==> config.mk <==
export PLATFORM = sky130hd
export DESIGN_NAME = fan_tach_pulse_rpm
export DESIGN_NICKNAME = d
export VERILOG_FILES = /design/src/design/ftr_pkg.sv /design/src/design/ftr_div.sv /design/src/design/fan_tach_pulse_rpm.sv
export SDC_FILE = /design/constraint.sdc
export NUM_CORES = 1
export LEC_CHECK = 0
export BUFFER_PORTS_ARGS = -buffer_cell sky130_fd_sc_hd__buf_2
export CAP_MARGIN = 20
export CORE_UTILIZATION = 60
export DETAILED_ROUTE_END_ITERATION = 7
export GPL_ROUTABILITY_DRIVEN = 0
export PLACE_DENSITY_LB_ADDON = 0.12
export SLEW_MARGIN = 0
export SYNTH_ARGS = -nofsm -noshare
export SYNTH_HDL_FRONTEND = slang
export SYNTH_SLANG_ARGS = --single-unit
==> constraint.sdc <==
create_clock -name clk -period 9.7 [get_ports clk]
set_clock_uncertainty 0.05 [all_clocks]
set_input_delay 0.97 -clock clk [delete_from_list [all_inputs] [get_ports clk]]
set_output_delay 0.97 -clock clk [all_outputs]
set_load 0.03 [all_outputs]
==> src/design/ftr_pkg.sv <==
`timescale 1ns / 1ps
// ----------------------------------------------------------------------------
// ftr_pkg: shared constants for the fan tachometer speed block
// Widths of the tick counter and of the numerator, and the numerator reset.
// ----------------------------------------------------------------------------
package ftr_pkg;

    // Tick counter width (free-running microsecond time base)
    localparam int TIME_BITS = 32;

    // Numerator and speed width
    localparam int NUM_W = 24;

    // Compare window of the serial divider: one bit above the numerator
    localparam int CMP_W = NUM_W + 1;

    // Iteration counter width of the serial divider
    localparam int CNT_W = $clog2(NUM_W);

    // Default numerator: 60 * 1000000 ticks per minute over 4 pulses per rev
    localparam logic [NUM_W-1:0] NUM_RESET = NUM_W'(60 * 1000000 / 4);

endpackage

==> src/design/ftr_div.sv <==
`timescale 1ns / 1ps
// ----------------------------------------------------------------------------
// ftr_div: bit-serial restoring divider
// Shifts the numerator through a remainder register one bit per cycle and
// builds the truncated quotient, one bit per cycle.
// ----------------------------------------------------------------------------
module ftr_div
    import ftr_pkg::*;
(
    input  logic                 clk,
    input  logic                 rst_n,
    input  logic                 start,
    input  logic [NUM_W-1:0]     dividend,
    input  logic [TIME_BITS-1:0] divisor,
    output logic                 done,
    output logic [NUM_W-1:0]     quotient
);

    logic                 busy_reg, busy_next;
    logic                 done_reg, done_next;
    logic [CNT_W-1:0]     cnt_reg, cnt_next;
    logic [NUM_W-1:0]     rem_reg, rem_next;
    logic [NUM_W-1:0]     quo_reg, quo_next;
    logic                 big_reg, big_next;
    logic [CMP_W-1:0]     dlow_reg, dlow_next;

    logic [CMP_W-1:0]     trial;
    logic                 fits;
    logic [CMP_W-1:0]     diff;

    // Bring down the next numerator bit and try the subtract
    always_comb
    begin
        trial = {1'b0, rem_reg} << 1;
        trial[0] = quo_reg[NUM_W-1];
        fits  = !big_reg && (trial >= dlow_reg);
        diff  = trial - dlow_reg;
    end

    // Sequence the iterations
    always_comb
    begin
        busy_next = busy_reg;
        done_next = 1'b0;
        cnt_next  = cnt_reg;
        rem_next  = rem_reg;
        quo_next  = quo_reg;
        big_next  = big_reg;
        dlow_next = dlow_reg;
        if (start)
        begin
            busy_next = 1'b1;
            cnt_next  = CNT_W'(NUM_W - 1);
            rem_next  = '0;
            quo_next  = dividend;
            big_next  = (divisor >> CMP_W) != '0;
            dlow_next = CMP_W'(divisor);
        end
        else if (busy_reg)
        begin
            // Remainder never exceeds the numerator, so it fits NUM_W bits
            rem_next = fits ? diff[NUM_W-1:0] : trial[NUM_W-1:0];
            quo_next = {quo_reg[NUM_W-2:0], fits};
            if (cnt_reg == '0)
            begin
                busy_next = 1'b0;
                done_next = 1'b1;
            end
            else
            begin
                cnt_next = cnt_reg - 1'b1;
            end
        end
    end

    // Hold control state
    always_ff @(posedge clk or negedge rst_n)
    begin
        if (!rst_n)
        begin
            busy_reg <= 1'b0;
            done_reg <= 1'b0;
            cnt_reg  <= '0;
        end
        else
        begin
            busy_reg <= busy_next;
            done_reg <= done_next;
            cnt_reg  <= cnt_next;
        end
    end

    // Hold datapath shift registers
    always_ff @(posedge clk)
    begin
        rem_reg  <= rem_next;
        quo_reg  <= quo_next;
        big_reg  <= big_next;
        dlow_reg <= dlow_next;
    end

    assign done     = done_reg;
    assign quotient = quo_reg;

endmodule

==> src/design/fan_tach_pulse_rpm.sv <==
`timescale 1ns / 1ps
// ----------------------------------------------------------------------------
// fan_tach_pulse_rpm: fan speed from the high width of the tach pulse
// Times the high phase of the sampled tach level and divides a configured
// numerator by that width to give the fan speed in rpm.
// ----------------------------------------------------------------------------
// Each input item is one microsecond tick carrying the sampled tach level in
// bit 0 of s_axis_tdata; each tick yields exactly one output item carrying
// the current rpm (tdata) and a fresh-measurement flag (tuser). A falling
// level that ends a valid high phase starts the bit-serial divider, which
// produces one quotient bit per cycle; the next item is not taken until
// that quotient has been loaded into the output register. The output
// register holds a result until it is taken; the next item is accepted no
// earlier than the cycle in which the waiting result leaves. rate_numerator
// is written through cfg_we / cfg_wdata and should only change while the
// block is idle.
// ----------------------------------------------------------------------------
module fan_tach_pulse_rpm
    import ftr_pkg::*;
(
    input  logic             clk,
    input  logic             rst_n,
    // Configuration: rate_numerator
    input  logic             cfg_we,
    input  logic [NUM_W-1:0] cfg_wdata,
    // Input items
    input  logic             s_axis_tvalid,
    output logic             s_axis_tready,
    input  logic [7:0]       s_axis_tdata,   // [0] tach_level, [7:1] zero
    // Result items
    output logic             m_axis_tvalid,
    input  logic             m_axis_tready,
    output logic [NUM_W-1:0] m_axis_tdata,   // [23:0] rpm
    output logic [0:0]       m_axis_tuser    // [0] new_measurement
);

    typedef enum logic [2:0] {
        ST_IDLE = 3'b001,
        ST_DIV  = 3'b010,
        ST_HOLD = 3'b100
    } state_t;

    state_t               state_reg, state_next;
    logic [NUM_W-1:0]     numer_reg, numer_next;
    logic [TIME_BITS-1:0] tick_reg, tick_next;
    logic [TIME_BITS-1:0] start_reg, start_next;
    logic                 timing_reg, timing_next;
    logic [NUM_W-1:0]     speed_reg, speed_next;
    logic                 ovalid_reg, ovalid_next;
    logic [NUM_W-1:0]     orpm_reg, orpm_next;
    logic                 onew_reg, onew_next;

    logic                 out_free;
    logic                 in_acc;
    logic                 level;
    logic                 div_start;
    logic [TIME_BITS-1:0] width;
    logic                 div_done;
    logic [NUM_W-1:0]     div_quo;

    assign out_free      = !ovalid_reg || m_axis_tready;
    assign s_axis_tready = (state_reg == ST_IDLE) && out_free;
    assign in_acc        = s_axis_tvalid && s_axis_tready;
    assign level         = s_axis_tdata[0];
    assign width         = tick_reg - start_reg;

    // Serial divider
    ftr_div u_div (
        .clk      (clk),
        .rst_n    (rst_n),
        .start    (div_start),
        .dividend (numer_reg),
        .divisor  (width),
        .done     (div_done),
        .quotient (div_quo)
    );

    // Advance tick state, run the divider and load the output register
    always_comb
    begin
        state_next  = state_reg;
        numer_next  = cfg_we ? cfg_wdata : numer_reg;
        tick_next   = tick_reg;
        start_next  = start_reg;
        timing_next = timing_reg;
        speed_next  = speed_reg;
        ovalid_next = ovalid_reg && !m_axis_tready;
        orpm_next   = orpm_reg;
        onew_next   = onew_reg;
        div_start   = 1'b0;

        case (state_reg)
            ST_IDLE:
            begin
                if (in_acc)
                begin
                    tick_next = tick_reg + 1'b1;
                    if (!level && timing_reg && (tick_reg > start_reg))
                    begin
                        // Valid high phase ended: divide
                        timing_next = 1'b0;
                        div_start   = 1'b1;
                        state_next  = ST_DIV;
                    end
                    else
                    begin
                        if (!level && timing_reg)
                        begin
                            // Counter wrapped: drop the measurement
                            timing_next = 1'b0;
                        end
                        else if (level && !timing_reg)
                        begin
                            start_next  = tick_reg;
                            timing_next = 1'b1;
                        end
                        ovalid_next = 1'b1;
                        orpm_next   = speed_reg;
                        onew_next   = 1'b0;
                    end
                end
            end
            ST_DIV:
            begin
                if (div_done)
                begin
                    speed_next = div_quo;
                    if (out_free)
                    begin
                        ovalid_next = 1'b1;
                        orpm_next   = div_quo;
                        onew_next   = 1'b1;
                        state_next  = ST_IDLE;
                    end
                    else
                    begin
                        state_next = ST_HOLD;
                    end
                end
            end
            ST_HOLD:
            begin
                if (out_free)
                begin
                    ovalid_next = 1'b1;
                    orpm_next   = speed_reg;
                    onew_next   = 1'b1;
                    state_next  = ST_IDLE;
                end
            end
            default:
            begin
                state_next = ST_IDLE;
            end
        endcase
    end

    // Hold control and measurement state
    always_ff @(posedge clk or negedge rst_n)
    begin
        if (!rst_n)
        begin
            state_reg  <= ST_IDLE;
            numer_reg  <= NUM_RESET;
            tick_reg   <= '0;
            start_reg  <= '0;
            timing_reg <= 1'b0;
            speed_reg  <= '0;
            ovalid_reg <= 1'b0;
        end
        else
        begin
            state_reg  <= state_next;
            numer_reg  <= numer_next;
            tick_reg   <= tick_next;
            start_reg  <= start_next;
            timing_reg <= timing_next;
            speed_reg  <= speed_next;
            ovalid_reg <= ovalid_next;
        end
    end

    // Hold output payload
    always_ff @(posedge clk)
    begin
        orpm_reg <= orpm_next;
        onew_reg <= onew_next;
    end

    assign m_axis_tvalid   = ovalid_reg;
    assign m_axis_tdata    = orpm_reg;
    assign m_axis_tuser[0] = onew_reg;

endmodule

==> flow_results.org, run 1 <==
** Clock network
- The longest clock path from root to sink contains 3 buffers.
- Post-CTS Setup Inserts :: 0
- Clock input transition at the sequential cells of the worst setup and hold paths :: 0.06 ns
- Clock latency of the later-clocked register in the worst-skew pair :: 0.52 ns
- TritonCTS sink count :: 223
- Number of gates resized after CTS :: 0
- In this run the clock root is driven by a sky130_fd_sc_hd__clkbuf_16.
- TritonCTS created 24 clock buffers.
- TritonCTS built the clock tree.
- Buffers inserted to repair hold after CTS numbered 0.
- In this run the number of H-tree levels came out at 1.

** Logic synthesis
- Cell with the most instances after synthesis :: sky130_fd_sc_hd__nand2_1
- Counting every instance in the synthesized netlist gives 1230.
- Syn avg cell area :: 10.19 um^2
- Total of warnings raised by yosys :: 0
- Area share of the largest cell type after synthesis :: 0.2255
- Share of flip-flops with an asynchronous set or reset after synthesis :: 0.5561
- Synth unique cells :: 79
- Most area-consuming cells after synthesis :: sky130_fd_sc_hd__dfrtp_1 (23%), sky130_fd_sc_hd__edfxtp_1 (18%), sky130_fd_sc_hd__mux2_2 (9.2%)
- In this run, synthesis produced a sequential element count of 223.
- Count of flip-flops with a built-in enable after synthesis :: 75
- Most numerous cell types in the synthesized netlist :: sky130_fd_sc_hd__nand2_1 (136), sky130_fd_sc_hd__dfrtp_1 (113), sky130_fd_sc_hd__mux2_2 (102), sky130_fd_sc_hd__inv_1 (84), sky130_fd_sc_hd__edfxtp_1 (75)
- Post-synthesis cell type with the largest combined area :: sky130_fd_sc_hd__dfrtp_1
- Post-Synthesis Net Count :: 1332
- The share of the Yosys chip area taken by registers is 0.4665.
- Post-synthesis instance area :: 12540 um^2
- Top flip-flop cell by instance count after synthesis :: sky130_fd_sc_hd__dfrtp_1

** Timing
- Post-route clock period utilization :: 0.3702
- Setup total negative slack on the finished layout was measured at 0 ns.
- The number of hold violations in the final report is 0.
- Once routing completed, OpenROAD measured the worst setup slack at 6.110 ns.
- Setup repair after global routing missed its margin :: false
- Max-slew violation count :: 0
- Peak Freq :: 278.5 MHz
- The smallest clock period supported by the final layout is computed as 3.590 ns.
- Finish-stage setup viols :: 0
- Max-slew headroom :: 0.3465
- Pin slew with the least headroom to its limit :: 0.9792 ns

** Place
- Prior to clock tree synthesis, the placed netlist has a worst setup slack of 6.119 ns.
- In this run the cell area measured after placement is 13010 um^2.
- Count of input and output buffers :: 56
- Post-Place Cells :: 1512
- Once detailed placement completed, the half-perimeter wirelength came to 17880 um.

** GRT
- Summed over all layers, the global routing overflow is 0.
- Pin count of the biggest net entering global routing :: 69
- The number of antenna violations at the first check in global routing is 0.
- The first global-routing pass estimated 44100 um of wire.
- Number of global-route vias before repair :: 8790
- Across every metal layer, demand over resource in global routing totals 0.2513.

** Finish
- Once layout is done, the placed cells without fillers occupy 13870 um^2.
- In the final layout, the share of cells above drive strength 1 is 0.1866.
- Footprint of the multi-input gates :: 6136 um^2
- Net count reported at finish :: 1370
- Non-filler instance count after layout :: 1556
- The filler cells instantiated in the layout total 1591.
- The repair_antennas step left the layout with diodes totalling 0.
- Compared with the post-synthesis result, the final layout area differs by 10.61%.
- Sequential standard cell area :: 5849 um^2

** Route
- Dividing the detail-routed via count by the number of cells gives 5.954.
- Remaining number of nets flagged by the antenna check after routing :: 0
- Dividing the detail-routed wire length by the instance count gives 17.14 um.
- Count of unresolved DRC violations after routing :: 0
- DRT iter0 DRCs :: 791
- For this block, the via count after detailed routing is 9264.
- Total wire length :: 26660 um
- First-pass iteration count of the detailed router :: 5

** Power and ir drop
- Of the total power, combinational logic draws 0.457.
- Clock share of power :: 0.214
- In this run the static leakage power is 6.347 nW.
- The internal power of the cells totals 2.811 mW.
- For this design the total switching power over the nets is 1.787 mW.
- The share of total power dissipated in sequential elements is 0.328.
- IR Drop Worst-Case VDD :: 0.1841 mV
- Power Dens Cells :: 331.5 nW/um^2
- Total power for the finished layout comes to 4.598 mW.
- Net switching share of the total power :: 0.3886

** Critical path
- Critical path buffer and inverter count :: 2
- Walking the worst path, the cells encountered are ha_1 -> nand4_1 -> nor4_1 -> a31oi_1 -> o211ai_1 -> nand3_2 -> nand2_2 -> buf_4 -> nand2b_1 -> buf_4.
- Reg2reg start :: tick_reg[22]
- CP peak stage delay :: 0.53 ns
- CP startpoint kind :: flip-flop
- CP max stage cell :: sky130_fd_sc_hd__buf_4
- Number of cell instances on the worst register-to-register path :: 10
- The critical path in this run is classified as reg -> reg.
- Reg2Reg Setup Slack :: 6.11 ns
- Critical-path maximum fanout :: 57
- Among the stages of the critical path, the cell type that occurs most often is sky130_fd_sc_hd__buf_4.
- Worst Path Arrival :: 3.77 ns
- Grouping stages by cell kind, the critical path spends the most delay in simple AND/OR/NAND/NOR gates.
- STA puts the critical path data required time at 9.88 ns.
- The worst register-to-register path ends at u_div.quotient[20].
- Kind of end point of the critical path :: flip-flop

** Die
- The floorplan has 52 rows.
- For this configuration, the core starts out at a cell density of 0.6158.
- Total core area :: 20360 um^2
- The floorplan step defined a die boundary enclosing 21480 um^2.
- The die is 146.6 um tall.
- For this design the top-level I/O count stands at 64.
- The die is 146.6 um wide.

** Hold path
- The tightest min-delay check is of the in -> async type.

** Outcome
- The flow ran to the end, and the final reports show no timing, DRC or antenna violations.

** Run
- Max Cap Viol :: 0
## per-stage QoR
stage,utilization,hold slack (ns)
final,0.6811,0.2498
after global routing,0.6811,0.2548
after CTS,0.6811,0.2394
after detailed placement,0.6389,0.4251
after global placement,0.6389,0.4175
after floorplan,-,0.3998
## worst max path at each step
stage	start	to	slack [ns]	depth (start not counted)
2_1_floorplan	tick_reg[0]	u_div.quotient[0]	6.55	11
3_3_place_gp	tick_reg[22]	u_div.quotient[14]	6.16	10
3_5_place_dp	tick_reg[22]	u_div.quotient[14]	6.12	10
4_1_cts	tick_reg[22]	u_div.quotient[21]	6.09	10
5_1_grt	tick_reg[22]	u_div.quotient[21]	5.81	10
6_report	tick_reg[22]	u_div.quotient[20]	6.11	10
## cell usage in the layout, fill, tap and decap left out, types with 4 or more instances in the layout
master and n:
sky130_fd_sc_hd__o2111ai_1 4, sky130_fd_sc_hd__o21ai_0 73, sky130_fd_sc_hd__o21a_1 14, sky130_fd_sc_hd__xor2_1 13
sky130_fd_sc_hd__nand4_1 18, sky130_fd_sc_hd__or2_2 4, sky130_fd_sc_hd__ha_1 63, sky130_fd_sc_hd__nand3_1 46
sky130_fd_sc_hd__a211oi_1 7, sky130_fd_sc_hd__o21bai_1 9, sky130_fd_sc_hd__a211o_1 5, sky130_fd_sc_hd__inv_1 83
sky130_fd_sc_hd__nor2_1 54, sky130_fd_sc_hd__o31a_1 4, sky130_fd_sc_hd__buf_4 13, sky130_fd_sc_hd__a21o_1 20
sky130_fd_sc_hd__nor4_1 6, sky130_fd_sc_hd__or3_1 4, sky130_fd_sc_hd__mux2_2 102, sky130_fd_sc_hd__bufinv_16 5
sky130_fd_sc_hd__o211ai_1 12, sky130_fd_sc_hd__xnor2_1 56, sky130_fd_sc_hd__a21oi_1 55, sky130_fd_sc_hd__edfxtp_1 75
sky130_fd_sc_hd__dfxtp_1 24, sky130_fd_sc_hd__a31oi_1 28, sky130_fd_sc_hd__and4_1 4, sky130_fd_sc_hd__nor3_1 16
sky130_fd_sc_hd__and3_1 13, sky130_fd_sc_hd__dfrtp_1 113, sky130_fd_sc_hd__nand2b_1 10, sky130_fd_sc_hd__nand2_1 135
sky130_fd_sc_hd__clkbuf_16 25, sky130_fd_sc_hd__buf_2 55, sky130_fd_sc_hd__and2_1 6, sky130_fd_sc_hd__nor2b_1 16
sky130_fd_sc_hd__dfstp_2 11
## routing by layer
metal,vias to the layer above,routed length [um],GRT usage
met1,4523,13230,0.3767
met4,0,391,0.04583
met2,191,12020,0.3974
met3,28,1023,0.02813
li1,4522,-,-
met5,-,0,0
## kinds of logic after synthesis
family | share of synthesized area
AOI/OAI and AO/OA | 0.1413
xor gates and xnor gates | 0.04819
adders and majority gates | 0.06606
buffers and inverters | 0.04480
DFF | 0.4665
muxes | 0.09399
and+or+nand+nor | 0.1392
## area by class of cell
cell class	instances	share of cell area
Clock buffer	28	0.04592
Clock inverter	16	0.01597
Inverter	84	0.02273
Multi-Input combinational cell	867	0.4424
Sequential cell	223	0.4217
Tap cell	270	0.02436
Timing Repair Buffer	68	0.02688
## power groups by stage
stage	clock, mW	combinational [mW]	sequential, mW
2_1_floorplan	0	1.51	1.59
3_3_place_gp	0	2.03	1.51
3_5_place_dp	0	2.07	1.52
4_1_cts	1.01	2.09	1.51
5_1_grt	1.04	2.32	1.54
6_report	0.986	2.10	1.51
(Power assumes the default switching activity.)
==> inputs of run 2 (changes only) <==
--- a/config.mk
+++ b/config.mk
@@ -5,6 +5,7 @@
 export SDC_FILE = /design/constraint.sdc
 export NUM_CORES = 1
 export LEC_CHECK = 0
+export ABC_AREA = 1
 export BUFFER_PORTS_ARGS = -buffer_cell sky130_fd_sc_hd__buf_2
 export CAP_MARGIN = 20
 export CORE_UTILIZATION = 60
==> constraint.sdc (replaced) <==
create_clock -name clk -period 3.7 [get_ports clk]
set_clock_uncertainty 0.05 [all_clocks]
set_input_delay 0.37 -clock clk [delete_from_list [all_inputs] [get_ports clk]]
set_output_delay 0.37 -clock clk [all_outputs]
set_load 0.03 [all_outputs]
==> run 2 against run 1 <==
  * The run now ends with design-rule violations left
  * Area after synthesis up 8.1%
  * Sequential cell count unchanged
  * Sequential power up 150%
  * Die area up 8.0%
  * Critical path type unchanged
  * Critical endpoint is now u_div.quotient[13]
  * Largest cell class unchanged
==> flow_results.org, run 2 <==
** Route
- Routed met1 length :: 14470 um (+9.4%)
- The detailed-route DRC error count came to 5 (+5).
- DRT iter0 DRCs :: 799 (+1.0%)
- The detailed route wirelength on metal2 is 13920 um (+16%).
- The remaining antenna violation count came to 0 (unchanged).
- Total wire length :: 30770 um (+15%)
- Detail-routed net length per standard cell :: 13.89 um (-19%)
- The first-pass iteration count of the detailed router is 8 (+3).
- Overall via count from detail_route :: 11500 (+24%)
- Top metal layer carrying routed signals :: met4
- The vias per cell is 5.191 (-13%).
- Metal3 WL :: 1600 um (+56%)

** Logic synthesis
- The count of flip-flops with a built-in enable after synthesis is 75 (unchanged).
- Cell with the most instances after synthesis :: sky130_fd_sc_hd__nand2_1
- Most numerous cell types in the synthesized netlist :: sky130_fd_sc_hd__nand2_1 (616), sky130_fd_sc_hd__inv_1 (358), sky130_fd_sc_hd__dfrtp_1 (113), sky130_fd_sc_hd__nor2_1 (113), sky130_fd_sc_hd__o21ai_0 (111)
- Sequential element share of the synthesized area :: 0.4315 (-0.03500)
- After synthesis, the cell types taking the most area are sky130_fd_sc_hd__dfrtp_1 (21%), sky130_fd_sc_hd__nand2_1 (17%), sky130_fd_sc_hd__edfxtp_1 (17%).
- The async set-or-reset flop fraction in the synthesized netlist came to 0.5561 (unchanged).
- Total of warnings raised by yosys :: 0 (unchanged)
- Syn avg cell area :: 7.328 um^2 (-28%)
- Synth Register Bits :: 223 (unchanged)
- Post-synthesis cell type with the largest combined area :: sky130_fd_sc_hd__dfrtp_1
- Post-synthesis instance area :: 13560 um^2 (+8.1%)
- Cell count after synthesis :: 1850 (+50%)
- In the synthesized netlist the dominant register cell turns out to be sky130_fd_sc_hd__dfrtp_1.
- Synth unique cells :: 46 (-42%)
- The net count of the mapped netlist is 1952 (+47%).
- The area share of the largest cell type after synthesis came to 0.2086 (-0.01692).

** Timing
- Max-slew violation count :: 0 (unchanged)
- Clock period minus worst slack :: 3.120 ns (-0.4701 ns)
- The worst slew margin relative to its limit is 0.4482 (+0.1017).
- Setup repair after global routing missed its margin :: false
- The sum of negative setup slack was 0 ns (unchanged).
- The transition time of the tightest slew-check pin was 0.8277 ns (-0.1515 ns).
- Final hold viol count :: 0 (unchanged)
- The timing-limited maximum frequency was 320.5 MHz (+15%).
- The part of the cycle the worst path needs is 0.8433 (+0.4732).
- The final-report setup violation count is 0 (unchanged).

** Clock network
- The buffer depth of the longest clock path is 3 (unchanged).
- H-tree lvl count :: 1 (unchanged)
- TritonCTS sink count :: 223 (unchanged)
- TritonCTS built the clock tree.
- Clock input transition at the sequential cells of the worst setup and hold paths :: 0.06 ns (about the same)
- Buffer type at the clock tree root :: sky130_fd_sc_hd__clkbuf_16
- Cts bufs inserted :: 26 (+8.3%)
- Clock latency of the later-clocked register in the worst-skew pair :: 0.54 ns (+0.02 ns)

** Critical path
- Top cell by count, worst path :: sky130_fd_sc_hd__nand2_1
- The arrival time of the worst setup path is 3.26 ns (-0.51 ns).
- The worst setup slack for register-to-register paths was 0.58 ns (-5.53 ns).
- CP startpoint kind :: flip-flop
- Classification of the worst setup path :: reg -> reg
- The worst-case reg-to-reg path depth is 15 (+5).
- CP max stage cell :: sky130_fd_sc_hd__fa_1
- Critical-path maximum fanout :: 29 (-49%)
- FF-to-FF End :: u_div.quotient[13]
- CP peak stage delay :: 0.41 ns (-0.12 ns)
- Data required time of the worst path :: 3.84 ns (-6.04 ns)
- STA classifies the critical path endpoint as a flip-flop.
- Cell-by-cell listing of the critical path :: inv_1 -> ha_1 -> fa_1 -> inv_1 -> nand2_1 -> nand2_1 -> nand3_1 -> nand2_1 -> nand2_1 -> nand2_2 -> nand2_1 -> nand2_2 -> nand3_4 -> nand2_2 -> buf_4
- The worst register-to-register path begins at tick_reg[0].

** Outcome
- Outcome :: complete, but fails checks
- The checks that failed: design-rule violations.

** Finish
- End-of-flow core utilization :: 0.6844 (+0.003380)
- The ratio of cells with drive above 1 in the final layout was 0.07390 (-0.1127).
- Leaving out fill and tap cells, the most frequent cell in the layout is sky130_fd_sc_hd__nand2_1.
- The number of standard cells in the final layout excluding fillers came to 2215 (+42%).
- Layout overhead on the synthesized area :: 10.86%
- The number of antenna cells inserted is 0 (unchanged).
- The final design instance area without fill came to 15030 um^2 (+8.4%).
- The top cell types in the final layout, fill and taps aside, are sky130_fd_sc_hd__nand2_1 (615), sky130_fd_sc_hd__inv_1 (358), sky130_fd_sc_hd__dfrtp_1 (113).
- The final-stage net count is 2017 (+47%).

** Hold path
- Path class of the lowest-slack min-delay path :: in -> reg
- Counting instances, the worst hold path has a depth of 3.
- For hold timing, the worst endpoint is numer_reg[18].
- In this run the most critical hold path is launched from cfg_wdata[18].

** GRT
- The via count of the first global-routing pass came to 10910 (+24%).
- The global route total overflow came to 0 (unchanged).
- Overall global routing resource usage :: 0.2713 (+0.01995)
- The first-pass GRT wire length was 51560 um (+17%).
- The number of antenna violations at the first check in global routing is 0 (unchanged).
- Pin count of the biggest net entering global routing :: 65 (-5.8%)

** Place
- The post-detailed-placement half-perimeter wirelength was 22760 um (+27%).
- Count of input and output buffers :: 56 (unchanged)
- The standard cell area after detailed placement is 14080 um^2 (+8.3%).
- Post-Place Cells :: 2159 (+43%)

** Power and ir drop
- Leakage power :: 8.034 nW (+27%)
- IR Drop Worst-Case VDD :: 0.5120 mV (+180%)
- The total power density per cell area came to 726.8 nW/um^2 (+120%).
- Overall Power :: 10.92 mW (+140%)

** Die
- Number of placement rows :: 54 (+3.8%)
- The die boundary height came to 152.3 um (+3.9%).
- The area of the core is 21960 um^2 (+7.8%).
- The boundary pin count was 64 (unchanged).
- Horizontal die dimension :: 152.3 um (+3.9%)
- Initial core utilization :: 0.6174 (+0.001626)
- Total Die Area :: 23200 um^2 (+8.0%)

** Run
- The count of max-cap constraint violations is 0 (unchanged).
[run 2: changes by cell type after synthesis, sizes merged, moves of 14 or more]
| cell | delta |
|---|---|
| a21o | -19 |
| a31oi | -25 |
| and3 | -14 |
| inv | +277 |
| mux2 | -101 |
| nand2 | +487 |
| nand3 | +58 |
| nor2 | +63 |
| nor2b | -17 |
| o21ai | +55 |
| xnor2 | -38 |
| xor2 | +36 |
[run 2: timing repair]
item / 4_1_cts / 5_1_grt
setup buffers: 0 / 0
hold buffers: 8 / 0
resized for setup: 0 / 0
hold endpoints to repair: 56 / 0
[run 2: cell families after synthesis]
group	count (synthesis)	share of synthesized area
simple gates	902	0.2744
buf+inv	400	0.1156
flops	223	0.4315
compound gates	192	0.07337
xor+xnor	67	0.04329
fa+ha+maj	65	0.06110
mux	1	0.0008306
[run 2: layout make-up]
type | count | area, um^2
Timing Repair Buffer | 75 | 457.9
Clock inverter | 7 | 77.57
Inverter | 362 | 1361
Multi-Input combinational cell | 1227 | 6146
Sequential cell | 223 | 5849
Clock buffer | 41 | 787.0
Tap cell | 280 | 350.3
Fill cell | 1869 | 6929
[run 2: worst max path at each step]
stage	start	endpoint	slack, ns	cells past startpoint
2_1_floorplan	tick_reg[3]	m_axis_tdata[0]	0.63	11
3_3_place_gp	tick_reg[0]	u_div.dlow_reg[2]	0.63	15
3_5_place_dp	tick_reg[0]	u_div.quotient[13]	0.60	15
4_1_cts	tick_reg[0]	u_div.dlow_reg[2]	0.60	15
5_1_grt	tick_reg[0]	u_div.dlow_reg[2]	0.36	15
6_report	tick_reg[0]	u_div.quotient[13]	0.58	15
[run 2: worst max-delay path, delay by kind of cell, from the launching register on]
| family | cells | cell delay [ns] |
|---|---|---|
| and+or+nand+nor | 10 | 1.14 |
| adders and majority gates | 2 | 0.65 |
| buffers and inverters | 3 | 0.56 |
| DFF | 1 | 0.37 |
[run 2: report_power, final]
group	switching, mW	internal (mW)
clock network	1.01	1.53
logic	3.12	1.51
registers	0.326	3.43
total	4.46	6.46
[run 2: layer usage]
metal,vias up,track usage
li1,5881,-
met1,5281,0.3761
met2,279,0.4494
met3,57,0.03015
met4,0,0.08163
met5,-,0
[run 2: stage by stage]
| stage | setup slack, ns | hold slack [ns] |
|---|---|---|
| floorplan | 0.6348 | 0.02441 |
| global placement | 0.6341 | 0.4116 |
| detailed placement | 0.5972 | 0.4132 |
| CTS | 0.5959 | 0.003503 |
| global route | 0.3592 | 0.003950 |
| finish | 0.5797 | 0.01355 |
==> inputs of run 3 (changes only) <==
--- a/config.mk
+++ b/config.mk
@@ -8,7 +8,7 @@
 export ABC_AREA = 1
 export BUFFER_PORTS_ARGS = -buffer_cell sky130_fd_sc_hd__buf_2
 export CAP_MARGIN = 20
-export CORE_UTILIZATION = 60
+export CORE_UTILIZATION = 57
 export DETAILED_ROUTE_END_ITERATION = 7
 export GPL_ROUTABILITY_DRIVEN = 0
 export PLACE_DENSITY_LB_ADDON = 0.12
==> constraint.sdc (replaced) <==
create_clock -name clk -period 2.7 [get_ports clk]
set_clock_uncertainty 0.05 [all_clocks]
set_input_delay 0.27 -clock clk [delete_from_list [all_inputs] [get_ports clk]]
set_output_delay 0.27 -clock clk [all_outputs]
set_load 0.03 [all_outputs]
==> run 3 against run 2 <==
  * Sequential power is 36% higher
  * The flow now finishes without violations
  * Register-to-register slack worse by 0.46 ns
  * First-iteration DRC count is 8.3% lower
  * Clock-buffer cell count is 11 lower
  * Combinational power is 49% higher
  * Routed wire length is 3.5% higher
  * Largest power group unchanged
==> flow_results.org, run 3 (synthesis gave the netlist of run 2 again) <==
** GRT
- The global route total overflow was 0 (unchanged).
- Met3 capacity usage during global routing :: 0.03268 (+0.002530)
- Pin count of the biggest net entering global routing :: 52 (-20%)
- The via count of the first global-routing pass was 11030 (+1.1%).
- GR met1 Demand/Resource :: 0.3640 (-0.01209)
- Overall global routing resource usage :: 0.2638 (-0.007453)
- The number of antenna violations at the first check in global routing is 1 (+1).
- The first-pass GRT wire length was 51540 um (about the same).
- The met2 track demand over resource was 0.4322 (-0.01723).
- met2 is the most crowded layer.

** Critical path
- FF-to-FF End :: u_div.dlow_reg[10]
- The worst setup path is launched from a flip-flop.
- The worst setup slack for register-to-register paths was 0.12 ns (-0.46 ns).
- The worst setup path is captured at a flip-flop.
- Data required time of the worst path :: 2.89 ns (-0.95 ns)
- Worst Path Arrival :: 2.77 ns (-0.49 ns)
- Classification of the worst setup path :: reg -> reg
- The worst-case reg-to-reg path depth was 9 (-6).
- The worst register-to-register path begins at tick_reg[22].
- The largest fanout of any net on the critical path was 8 (-72%).

** Timing
- The final-report setup violation count is 0 (unchanged).
- The number of slew-limit violations in the final report is 0 (unchanged).
- The worst slew margin relative to its limit is 0.4702 (+0.02203).
- The timing-limited maximum frequency is 387.5 MHz (+21%).
- The number of hold violations in the final report is 0 (unchanged).
- Pin slew with the least headroom to its limit :: 0.7938 ns (-0.03392 ns)
- Post-route clock period utilization :: 0.9558 (+0.1124)
- Clock period minus worst slack :: 2.581 ns (-0.5398 ns)

** Clock network
- The buffer depth of the longest clock path is 3 (unchanged).
- The clock net sink count is 223 (unchanged).
- The later-pin clock latency in the skew report is 0.54 ns (about the same).
- The tree is rooted in a sky130_fd_sc_hd__clkbuf_16.
- The CTS clock-pin slew for the worst setup and hold paths came to 0.06 ns (about the same).
- Cts bufs inserted :: 25 (-3.8%)
- H-tree lvl count :: 1 (unchanged)
- Clock tree from TritonCTS :: built

** Place
- The cell count after placement came to 2234 (+3.5%).
- The post-detailed-placement half-perimeter wirelength was 23710 um (+4.2%).
- Count of input and output buffers :: 56 (unchanged)

** Die
- Horizontal die dimension :: 156.2 um (+2.6%)
- The die footprint came to 24400 um^2 (+5.2%).
- Number of placement rows :: 56 (+3.7%)
- The die boundary height was 156.2 um (+2.6%).
- Number of placed I/O pins :: 64 (unchanged)
- The area of the core is 23400 um^2 (+6.6%).
- The initial core utilization was 0.5793 (-0.03809).

** Power and ir drop
- Power Dens Cells :: 979.2 nW/um^2 (+35%)
- The cell leakage power came to 8.304 nW (+3.4%).
- IR Drop Worst-Case VDD :: 0.6464 mV (+26%)

** Route
- The vias per cell came to 5.049 (-2.7%).
- The detailed-route DRC error count was 0 (-5).
- The first-pass iteration count of the detailed router came to 6 (-2).
- The via count of the routed design is 11670 (+1.5%).
- Detail-routed net length per standard cell :: 13.78 um (-0.81%)
- The total routed wirelength came to 31840 um (+3.5%).
- The number of design-rule violations left by the first detailed-router iteration is 733 (-8.3%).
- Remaining number of nets flagged by the antenna check after routing :: 0 (unchanged)

** Hold path
- The worst hold path begins at s_axis_tvalid.
- The path class of the tightest hold or removal check is in -> reg.
- For hold timing, the worst endpoint is m_axis_tvalid.
- Cell depth of the worst hold path :: 3 (unchanged)

** Outcome
- Outcome :: completed

** Finish
- Net count reported at finish :: 2074 (+2.8%)
- The count of fill cells added during filler insertion is 2062 (+10%).
- The area of the multi-input gates is 6256 um^2 (+1.8%).
- In the layout the commonest cells are sky130_fd_sc_hd__nand2_1 (612), sky130_fd_sc_hd__inv_1 (355), sky130_fd_sc_hd__dfrtp_1 (113).
- The total area of sequential cells was 5849 um^2 (unchanged).
- The ratio of cells with drive above 1 in the final layout was 0.1035 (+0.02956).
- The area growth from synthesis to layout is 16.11%.
- Leaving out fill and tap cells, the most frequent cell in the layout is sky130_fd_sc_hd__nand2_1.
- The final standard cell utilization of the core came to 0.6726 (-0.01186).
- Non-filler instance count after layout :: 2311 (+4.3%)

** Run
- The count of max-cap constraint violations was 0 (unchanged).
-- run 3: changes by cell type in the layout (fill, tap and decap cells not counted), sizes merged, moves of 2 or more --
cell	before	now
inv	361	363
dlygate4sd3	8	25
buf	67	106
clkinvlp	1	3
clkbuf	41	32
clkinv	6	10
-- run 3: repair_timing --
action,4_1_cts,5_1_grt
hold buffers,25,0
hold endpoints to repair,53,0
setup endpoints to repair,0,122
gates resized for setup,0,27
setup buffers,0,2
-- run 3: per-layer routing --
| metal | wire (um) | part of all wire | vias up |
|---|---|---|---|
| met1 | 14770 | 0.46 | 5338 |
| met3 | 1675 | 0.053 | 66 |
| met2 | 14540 | 0.46 | 278 |
| li1 | - | - | 5987 |
| met5 | 0 | 0 | - |
| met4 | 852 | 0.027 | 0 |
-- run 3: worst max-delay path, cell delays in order (launching register included) --
cell	delay, ns
sky130_fd_sc_hd__dfrtp_1	0.41
sky130_fd_sc_hd__ha_1	0.40
sky130_fd_sc_hd__nand2_1	0.12
sky130_fd_sc_hd__inv_1	0.06
sky130_fd_sc_hd__nand2_1	0.15
sky130_fd_sc_hd__nor3b_2	0.08
sky130_fd_sc_hd__a21boi_1	0.30
sky130_fd_sc_hd__nand3_4	0.24
sky130_fd_sc_hd__clkinvlp_4	0.27
sky130_fd_sc_hd__clkbuf_16	0.19
-- run 3: worst max path at each step --
stage,from,end
6_report,tick_reg[22],u_div.dlow_reg[10]
5_1_grt,start_reg[0],u_div.dlow_reg[10]
4_1_cts,tick_reg[0],u_div.rem_reg[15]
3_5_place_dp,tick_reg[0],u_div.rem_reg[7]
3_3_place_gp,tick_reg[0],u_div.quotient[7]
2_1_floorplan,tick_reg[0],u_div.rem_reg[3]
-- run 3: final cells by class --
cell class | count | area share
Timing Repair Buffer | 133 | 0.06590
Clock buffer | 30 | 0.04221
Tap cell | 319 | 0.02536
Multi-Input combinational cell | 1227 | 0.3975
Sequential cell | 223 | 0.3716
Antenna cell | 1 | 0.0001590
Inverter | 362 | 0.08688
Clock inverter | 16 | 0.01041
-- run 3: where the power goes --
group	switching [mW]	leakage, nW	internal, mW
logic	4.45	5.49	2.46
clock network	1.41	0.404	1.97
registers	0.433	2.41	4.70
-- run 3: stage by stage --
step | total power, mW | hold WS [ns] | cell area (um^2) | setup TNS (ns) | setup slack [ns]
final | 15.41 | 0.03519 | 15740 | 0 | 0.1195
after CTS | 15.24 | 0.02456 | 15550 | 0 | 0.04187
after detailed placement | 11.78 | 0.2363 | 14470 | 0 | 0.05938
after floorplan | 9.869 | -0.07559 | 13560 | 0 | 0.01195
after global routing | 16.54 | 0.04596 | 15740 | -0.003756 | -0.001890
after global placement | 11.62 | 0.2320 | 14470 | 0 | 0.08477
